### src/rtl/xalu_pkg.sv
`default_nettype none

package xalu_pkg;

  // Stream word widths; the data widths are padded to whole bytes
  localparam int unsigned InDataW  = 72;
  localparam int unsigned InUserW  = 6;
  localparam int unsigned OutDataW = 40;

  // Operation codes
  typedef enum logic [3:0] {
    ACT_ADD = 4'd0,
    ACT_ADC = 4'd1,
    ACT_SUB = 4'd2,
    ACT_SBB = 4'd3,
    ACT_CMP = 4'd4,
    ACT_AND = 4'd5,
    ACT_OR  = 4'd6,
    ACT_XOR = 4'd7,
    ACT_SHL = 4'd8
  } action_e;

  // Operand size codes; the unused code behaves as doubleword
  typedef enum logic [1:0] {
    WIDTH_BYTE  = 2'd0,
    WIDTH_WORD  = 2'd1,
    WIDTH_DWORD = 2'd2
  } width_e;

  // One operation request
  typedef struct packed {
    logic [3:0]  action;
    logic [1:0]  width_sel;
    logic [31:0] operand_a;
    logic [31:0] operand_b;
    logic        carry_in;
  } req_t;

  // One operation result with its flags
  typedef struct packed {
    logic [31:0] result;
    logic        write_back;
    logic        flag_carry;
    logic        flag_parity;
    logic        flag_aux;
    logic        flag_zero;
    logic        flag_sign;
    logic        flag_overflow;
  } res_t;

endpackage

`default_nettype wire

### src/rtl/x86_alu_with_flags_unit.sv
// x86 integer ALU with status flags.
// Slave channel: one word per operation. tdata carries operand_a [31:0],
// operand_b [63:32], carry_in [64], zero fill above. tuser carries the
// operation code [3:0] and the operand size [5:4].
// Master channel: one word per operation. tdata carries result [31:0],
// write_back [32], CF [33], PF [34], AF [35], ZF [36], SF [37], OF [38],
// zero at [39].
// Path: a taken input word passes the input register, then the ALU logic
// into the result register, and leaves the master side from the result
// register.
// Throughput: one operation per cycle while the receiver takes results;
// the two register stages let a new word in while a result waits.
// Reset clears both stage valid bits; no word is held or issued after it.
// When the receiver stalls, the result register holds its word, the input
// register fills, and tready on the slave side drops once both are full.
`default_nettype none

module x86_alu_with_flags_unit (
  input  wire logic                          clk_i,
  input  wire logic                          rst_ni,
  input  wire logic                          s_axis_tvalid_i,
  output logic                               s_axis_tready_o,
  // operand_a [31:0], operand_b [63:32], carry_in [64], zeros [71:65]
  input  wire logic [xalu_pkg::InDataW-1:0]  s_axis_tdata_i,
  // action [3:0], width_sel [5:4]
  input  wire logic [xalu_pkg::InUserW-1:0]  s_axis_tuser_i,
  output logic                               m_axis_tvalid_o,
  input  wire logic                          m_axis_tready_i,
  // result [31:0], write_back, flag_carry, flag_parity, flag_aux,
  // flag_zero, flag_sign, flag_overflow [38:32], zero [39]
  output logic [xalu_pkg::OutDataW-1:0]      m_axis_tdata_o
);
  import xalu_pkg::*;

  logic in_valid_q;
  req_t in_q;
  req_t in_d;
  logic out_valid_q;
  res_t out_q;
  res_t out_d;
  logic out_ready;
  logic in_ready;

  // Unpack the incoming word
  always_comb begin
    in_d.action    = s_axis_tuser_i[3:0];
    in_d.width_sel = s_axis_tuser_i[5:4];
    in_d.operand_a = s_axis_tdata_i[31:0];
    in_d.operand_b = s_axis_tdata_i[63:32];
    in_d.carry_in  = s_axis_tdata_i[64];
  end

  // Stage handshakes
  assign out_ready = ~out_valid_q | m_axis_tready_i;
  assign in_ready  = ~in_valid_q | out_ready;

  // Input register
  always_ff @(posedge clk_i or negedge rst_ni) begin
    if (!rst_ni) begin
      in_valid_q <= 1'b0;
    end else if (in_ready) begin
      in_valid_q <= s_axis_tvalid_i;
    end
  end

  always_ff @(posedge clk_i) begin
    if (s_axis_tvalid_i && in_ready) begin
      in_q <= in_d;
    end
  end

  // ALU logic
  xalu_core u_core (
    .req_i (in_q),
    .res_o (out_d)
  );

  // Result register
  always_ff @(posedge clk_i or negedge rst_ni) begin
    if (!rst_ni) begin
      out_valid_q <= 1'b0;
    end else if (out_ready) begin
      out_valid_q <= in_valid_q;
    end
  end

  always_ff @(posedge clk_i) begin
    if (in_valid_q && out_ready) begin
      out_q <= out_d;
    end
  end

  // Drive the outgoing word
  assign s_axis_tready_o = in_ready;
  assign m_axis_tvalid_o = out_valid_q;
  assign m_axis_tdata_o  = {1'b0, out_q.flag_overflow, out_q.flag_sign, out_q.flag_zero,
                            out_q.flag_aux, out_q.flag_parity, out_q.flag_carry,
                            out_q.write_back, out_q.result};

  // Slave side stalls only with both stages full
  a_stall_full: assert property (@(posedge clk_i) disable iff (!rst_ni)
    !s_axis_tready_o |-> (in_valid_q && out_valid_q))
    else $error("slave stalled with a free stage");

  // A moving input stage word lands in the result register
  a_advance: assert property (@(posedge clk_i) disable iff (!rst_ni)
    (in_valid_q && out_ready) |=> out_valid_q)
    else $error("word lost between stages");

  // Zero flag agrees with the registered result
  a_zero_flag: assert property (@(posedge clk_i) disable iff (!rst_ni)
    (out_valid_q && out_q.flag_zero) |-> (out_q.result == '0))
    else $error("zero flag set on nonzero result");

  // Parity flag matches the low byte, except for the all-clear unknown case
  a_parity_flag: assert property (@(posedge clk_i) disable iff (!rst_ni)
    (out_valid_q && out_q.flag_parity) |-> !(^out_q.result[7:0]))
    else $error("parity flag wrong");

endmodule

`default_nettype wire

### src/rtl/xalu_core.sv
`default_nettype none

module xalu_core (
  input  xalu_pkg::req_t req_i,
  output xalu_pkg::res_t res_o
);
  import xalu_pkg::*;

  logic [31:0] mask;
  logic [31:0] top;
  logic [31:0] a;
  logic [31:0] b;
  logic [31:0] bx;
  logic        is_sub;
  logic        cin;
  logic [32:0] sum;
  logic [31:0] sum_res;
  logic        sum_cout;
  logic [31:0] res;
  logic        valid;
  logic        wb;
  logic        cf;
  logic        af;
  logic        of;

  // Size mask and sign-bit position
  always_comb begin
    case (req_i.width_sel)
      WIDTH_BYTE: begin
        mask = 32'h0000_00ff;
        top  = 32'h0000_0080;
      end
      WIDTH_WORD: begin
        mask = 32'h0000_ffff;
        top  = 32'h0000_8000;
      end
      default: begin
        mask = 32'hffff_ffff;
        top  = 32'h8000_0000;
      end
    endcase
  end

  assign a = req_i.operand_a & mask;
  assign b = req_i.operand_b & mask;

  // Adder: subtraction adds the inverted operand
  assign is_sub = (req_i.action == ACT_SUB) || (req_i.action == ACT_SBB) ||
                  (req_i.action == ACT_CMP);
  assign bx     = is_sub ? (~b & mask) : b;

  always_comb begin
    case (req_i.action)
      ACT_ADD: cin = 1'b0;
      ACT_ADC: cin = req_i.carry_in;
      ACT_SBB: cin = ~req_i.carry_in;
      default: cin = 1'b1;
    endcase
  end

  assign sum     = {1'b0, a} + {1'b0, bx} + {32'd0, cin};
  assign sum_res = sum[31:0] & mask;

  // Carry out of the selected top bit
  always_comb begin
    case (req_i.width_sel)
      WIDTH_BYTE: sum_cout = sum[8];
      WIDTH_WORD: sum_cout = sum[16];
      default:    sum_cout = sum[32];
    endcase
  end

  // Select result and operation-specific flags
  always_comb begin
    res   = '0;
    valid = 1'b1;
    wb    = 1'b1;
    cf    = 1'b0;
    af    = 1'b0;
    of    = 1'b0;
    case (req_i.action)
      ACT_ADD, ACT_ADC, ACT_SUB, ACT_SBB, ACT_CMP: begin
        res = sum_res;
        cf  = sum_cout ^ is_sub;
        af  = a[4] ^ b[4] ^ sum_res[4];
        of  = |((a ^ sum_res) & (bx ^ sum_res) & top);
        wb  = (req_i.action != ACT_CMP);
      end
      ACT_AND: res = a & b;
      ACT_OR:  res = a | b;
      ACT_XOR: res = a ^ b;
      ACT_SHL: begin
        res = {a[30:0], 1'b0} & mask;
        cf  = |(a & top);
        of  = cf ^ (|(a & (top >> 1)));
      end
      default: valid = 1'b0;
    endcase
  end

  // Common flags; an unknown operation drives everything low
  always_comb begin
    res_o.result        = valid ? res : '0;
    res_o.write_back    = valid & wb;
    res_o.flag_carry    = valid & cf;
    res_o.flag_parity   = valid & ~(^res[7:0]);
    res_o.flag_aux      = valid & af;
    res_o.flag_zero     = valid & (res == '0);
    res_o.flag_sign     = valid & (|(res & top));
    res_o.flag_overflow = valid & of;
  end

endmodule

`default_nettype wire

### config.mk
export PLATFORM = sky130hd
export DESIGN_NAME = x86_alu_with_flags_unit
export DESIGN_NICKNAME = d
export VERILOG_FILES = /design/src/rtl/xalu_pkg.sv /design/src/rtl/x86_alu_with_flags_unit.sv /design/src/rtl/xalu_core.sv
export SDC_FILE = /design/constraint.sdc
export NUM_CORES = 1
export LEC_CHECK = 0
export BUFFER_PORTS_ARGS = -buffer_cell sky130_fd_sc_hd__buf_2
export CAP_MARGIN = 10
export CELL_PAD_IN_SITES_DETAIL_PLACEMENT = 2
export CELL_PAD_IN_SITES_GLOBAL_PLACEMENT = 2
export CORE_MARGIN = 2
export CORE_UTILIZATION = 40
export DETAILED_ROUTE_END_ITERATION = 8
export PLACE_DENSITY_LB_ADDON = 0.05
export SLEW_MARGIN = 20
export SYNTH_ARGS = -nofsm -noshare
export SYNTH_HDL_FRONTEND = slang
export SYNTH_SLANG_ARGS = --single-unit
### constraint.sdc
create_clock -name clk_i -period 9.15 [get_ports clk_i]
set_clock_uncertainty 0.1 [all_clocks]
set_input_delay 1.3725 -clock clk_i [delete_from_list [all_inputs] [get_ports clk_i]]
set_output_delay 1.3725 -clock clk_i [all_outputs]
set_load 0.01 [all_outputs]
# Word level (Yosys, flattened, before mapping)
# Cells that the tools add are included.
[totals]
mem_bits_ro = 0
regBits = 112
latchBits = 0
word_cells = 85
memories = 0
output_inout_bits = 42
ramBits = 0
inputBits = 82
[classes]
n_div = 0
order_cmp = 0
muxes = 11
n_addsub = 2
shift = 0
mul = 0
n_reduce_logical = 14
n_eq_ne = 10
bitwise_logic = 33
[op_table]
columns = ["cell", "n"]
rows = [
  ["$and 32x32->32", 10],
  ["$pmux 32 s5", 1],
  ["$pmux 32 s2", 2],
  ["$reduce_or 32->1", 4],
  ["$xor 32x32->32", 3],
  ["$add 32x32->33", 1],
  ["$add 33x1->33", 1],
  ["$and 32x31->32", 1],
  ["$logic_not 32->1", 1],
  ["$mux 32", 1],
  ["$not 32->32", 1],
  ["$or 32x32->32", 1],
  ["$eq 4x3->1 const B", 4],
  ["$reduce_or 9->1", 1],
  ["$eq 4x2->1 const B", 2],
  ["$reduce_xor 8->1", 1],
  ["$and 1x1->1", 7],
  ["$pmux 1 s2", 3],
  ["$reduce_or 5->1", 1],
  ["$eq 4x1->1 const B", 1],
  ["$eq 4x4->1 const B", 1],
  ["$logic_not 4->1", 1],
  ["$ne 4x3->1 const B", 1],
  ["$not 1->1", 4],
  ["other kinds (8)", 16],
]

# Depth between registers and ports, before layout
[depth]
word_depth = 15
depth_mapped = 25
mapped_depth_nobuf = 22

# By module
# A second synthesis with hierarchy kept.
[hier_totals]
cells_unflattened = 856
area_unflattened_um2 = 8345.5
[modules_own_cells]
columns = ["mod", "area_each_um2", "n_inst", "cells_each"]
rows = [
  ["xalu_core", 4927.2, 1, 736],
  ["x86_alu_with_flags_unit", 3418.3, 1, 120],
]

# Worst setup path before layout
# OpenSTA, ideal clock, no wires.
[synth_timing]
path_type = "register to register"
from = "register in_q[68] (netlist bit)"
to = "register out_q (netlist bit m_axis_tdata_o[36]), data pin"
period_less_slack_ps = 5548
arrival_ps = 5273
setup_slack_ps = 3602
t_required_ps = 8875
stages_incl_launch_ff = 24
n_path_buf = 4
cell_sequence = "edfxtp_1 buf_2 buf_1 mux2i_1 nor2_1 buf_2 buf_1 xnor2_1 fa_1 inv_1 fa_1 nor2b_1 o2111ai_2 nand2_1 xor2_1 a222oi_1 ha_1 nand4_1 or2_2 a2111oi_0 nand4_1 nor4_1 nand4_1 nor4bb_1"
[synth_lines]
columns = ["item", "line", "source"]
rows = [
  ["start: declaration", "x86_alu_with_flags_unit.sv:36", "req_t in_q;"],
  ["start signal: assignment", "x86_alu_with_flags_unit.sv:68", "in_q <= in_d;"],
  ["end signal: assignment", "x86_alu_with_flags_unit.sv:89", "out_q <= out_d;"],
  ["end: declaration", "x86_alu_with_flags_unit.sv:39", "res_t out_q;"],
]

==> summary.md <==
| Metric | Value |
|---|---|
| Status | `completed` |
| Minimum clock period | `6.37 ns` |
| Nets | `1,156` |
| Most common cell in the netlist | `edfxtp_1` |
| Worst r2r path cells | `18` |
| Routed via count | `7,164` |
| Bufs on Longest Clock Path | `2` |
| Die width | `150 um` |
| Syn nets | `1,067` |
| EDFF count, synth | `110` |
| Met3 WL | `872 um` |
| Maxcap violations | `0` |
| CP Data Arrival Time | `6.45 ns` |
| Post-DRT Antenna Nets | `0` |
| TNS Setup | `0 ns` |
| Synth top area share | `38.5%` |
| Layout fillers | `2,289` |
| Core footprint | `21,000 sq um` |
| GRT overflow | `0` |
| Largest net degree at the start of global routing | `72` |
| Largest area contributor in the netlist | `edfxtp_1` |
| WHS | `0.443 ns` |
| Diodes inserted | `0` |
| Deepest level of the CTS H-tree | `3` |
| Final Setup Violations | `0` |
| Drt via density | `5.72` |
| TritonCTS Buffers | `9` |
| Die H | `150 um` |
| Clock transition at path regs | `0.08 ns` |
| Highest metal used | `met4` |
| Mapped cell area | `8570 sq um` |
| Measured slew at the worst slew-check pin | `1.04 ns` |
| Peak supply drop | `0.0761 mV` |
| Post-CTS Setup Inserts | `0` |
| Top post-synthesis cells by count | `110 x edfxtp_1, 99 x ha_1, 88 x inv_1, 83 x nand2_1, 64 x nor2_1` |
| PortBufs | `115` |
| Dpl cells | `1,237` |
| Register area share after synthesis | `39.1%` |
| Post-Route WL | `29,900 um` |
| Crit path required time | `9.23 ns` |
| Max-slew violations | `0` |
| Initial core utilization | `40.8%` |
| Wl on met1 | `13,200 um` |
| Tot Pwr | `1.56 mW` |
| CP Launch Type | `flop` |
| Clock Latency Late Sink | `0.37 ns` |
| Clock Root Buffer | `clkbuf_16` |
| Kind of critical path | `flop to flop` |
| Non-Filler Instances | `1,253` |
| RSZ-0062 raised after global routing | `no` |
| Worst hold stages | `1` |
| Slew Limit Headroom | `30.6%` |
| Crit. End Element | `flop` |
| Post_cts resized | `0` |
| Std-Cell Rows | `53` |
| Die ar. | `22,600 sq um` |
| Peak fanout along the critical path | `20` |
| Final Wtd Congestion | `0.831` |
| Hold Crit Class | `flop to flop` |
| Syn Area/Cell | `9.70 sq um` |
| Routed length on met2 | `15,200 um` |
| Final critical-path share of the clock period | `69.6%` |
| Global-route wire length before repair | `46,400 um` |
| Routed WL per cell | `23.9 um` |
| Multi-input gate area | `4690 sq um` |
| Initial antenna violation count | `0` |
| Fmax | `157 MHz` |
| Post-Syn Instances | `884` |
| Share of layout cells above drive strength 1 | `17.8%` |
| Final hold violation count | `0` |
| Hold buffers post-CTS | `0` |
| #FFs+latches synth | `112` |
| HPWL after detailed placement | `21,900 um` |
| CTS sink cnt | `112` |
| Area delta synth->final | `12.9%` |
| Drt pass-1 iters | `5` |
| Synth async-reset ratio | `1.79%` |
| Pwr/cell area | `162 nW/um^2` |
| Ys Warns | `0` |
| GRT Overall Usage | `27.2%` |
| Number of remaining DRC errors | `0` |
| Leak Pwr | `4.26 nW` |
| 1st-iter DRT viols | `404` |
| FF+latch area | `3350 sq um` |
| Vias in the first global route | `8,011` |
| Synth Flop Type | `edfxtp_1` |
| Unique masters post-synth | `83` |
| I/O Pins | `124` |
| Top post-synthesis cells by area | `edfxtp_1 39%, ha_1 14%, xnor2_1 4.6%, inv_1 3.9%, nand2_1 3.6%` |
| CTS tree | `done` |
[path summary, 6_finish.rpt]
check | from | to | slack, ns
hold reg to reg | in_valid_q$_DFFE_PN0N_ | m_axis_tvalid_o$_DFFE_PN0P_ | 0.44
setup / recovery | in_q[68]$_DFFE_PP_ | m_axis_tdata_o[36]$_DFFE_PP_ | 2.78
min in group asynchronous | rst_ni | in_valid_q$_DFFE_PN0N_ | 0.67
hold / removal | in_valid_q$_DFFE_PN0N_ | m_axis_tvalid_o$_DFFE_PN0P_ | 0.44
max in group asynchronous | rst_ni | in_valid_q$_DFFE_PN0N_ | 8.18
setup reg to reg | in_q[68]$_DFFE_PP_ | m_axis_tdata_o[36]$_DFFE_PP_ | 2.78
[sequential cells by signal (all words and copies together), names as in the netlist]
register,flops
in_q,71
m_axis_tdata_o,39
m_axis_tvalid_o,1
in_valid_q,1
[metal layers]
layer  vias up  track usage (%)
met5         -                0
met4         0             7.78
met3        36             3.12
met2       157             49.3
met1      3651             34.1
li1       3320                -
[kinds of logic (layout without fill, tap and decap cells)]
group / after synthesis / in the layout / synth area share (%)
multiplexers: 22 / 22 / 2.79
adder cells (fa/ha/maj): 101 / 101 / 14.9
other: 1 / 1 / 0.0437
XOR/XNOR: 58 / 58 / 6.01
flip-flops: 112 / 112 / 39.1
buffers and inverters: 135 / 229 / 6.39
AND/OR/NAND/NOR: 250 / 250 / 14.1
AO/OA/AOI/OAI: 205 / 205 / 16.6
[area by class of cell]
class | count | area share (%)
clock inverters | 6 | 0.750
inverters | 89 | 3.45
well taps | 275 | 3.56
repair buffers | 124 | 6.65
clock buffers | 10 | 2.47
flip-flops and latches | 112 | 34.6
multi-input cells | 637 | 48.5
[where the power goes]
| part | internal (mW) | switching (mW) | total (mW) |
|---|---|---|---|
| clock | 0.224 | 0.206 | 0.430 |
| sequential | 0.620 | 0.0238 | 0.643 |
| combinational | 0.183 | 0.308 | 0.490 |
[stage by stage]
stage / worst slack [ns] / cell area [sq um] / utilization (%)
final: 2.78 / 9680 / 46.0
after CTS: 2.71 / 9680 / 46.0
after detailed placement: 2.72 / 9370 / 44.6
after floorplan: 3.60 / 8570 / -
after global routing: 2.18 / 9680 / 46.0
after global placement: 2.98 / 9370 / 44.6
[critical path, stage by stage (launching register included)]
cell       delay, ns
edfxtp_1        0.69
nor2_1          0.34
mux2i_1         0.19
nor2_4          0.51
buf_4           0.48
xnor2_1         0.13
ha_1            0.39
a21oi_1         0.28
o21ai_0         0.16
xor2_1          0.20
a222oi_1        0.59
ha_1            0.26
nand4_1         0.09
or2_2           0.30
a2111oi_0       0.40
nand4_1         0.15
nor4_1          0.29
nand4_1         0.25
nor4bb_1        0.37
[cells in the final DEF (no fill, tap or decap), types with 3 or more instances in the layout]
master and count:
mux2_2 9, nand3_1 11, nor2b_1 4, buf_2 115, a211oi_1 5, mux2i_1 7
a21oi_2 4, o21ai_1 16, a22oi_1 10, ha_1 99, o21ai_0 33, and2_1 28
o21a_1 8, o211ai_1 10, o22ai_1 7, and4_1 3, inv_1 88, o2111ai_1 3
inv_6 3, a21oi_1 42, nand3b_1 3, nor2_1 63, a222oi_1 3, clkbuf_16 9
a31oi_1 5, nand2_1 83, xor2_1 12, a221oi_1 7, xnor2_1 45, buf_4 9
mux2_1 6, nand2b_1 7, edfxtp_1 110, or2_1 3, a21o_1 15, nor3_1 9
or3_1 6, nand4_1 13, o221ai_1 3
Power figures use the tool's default switching activity.
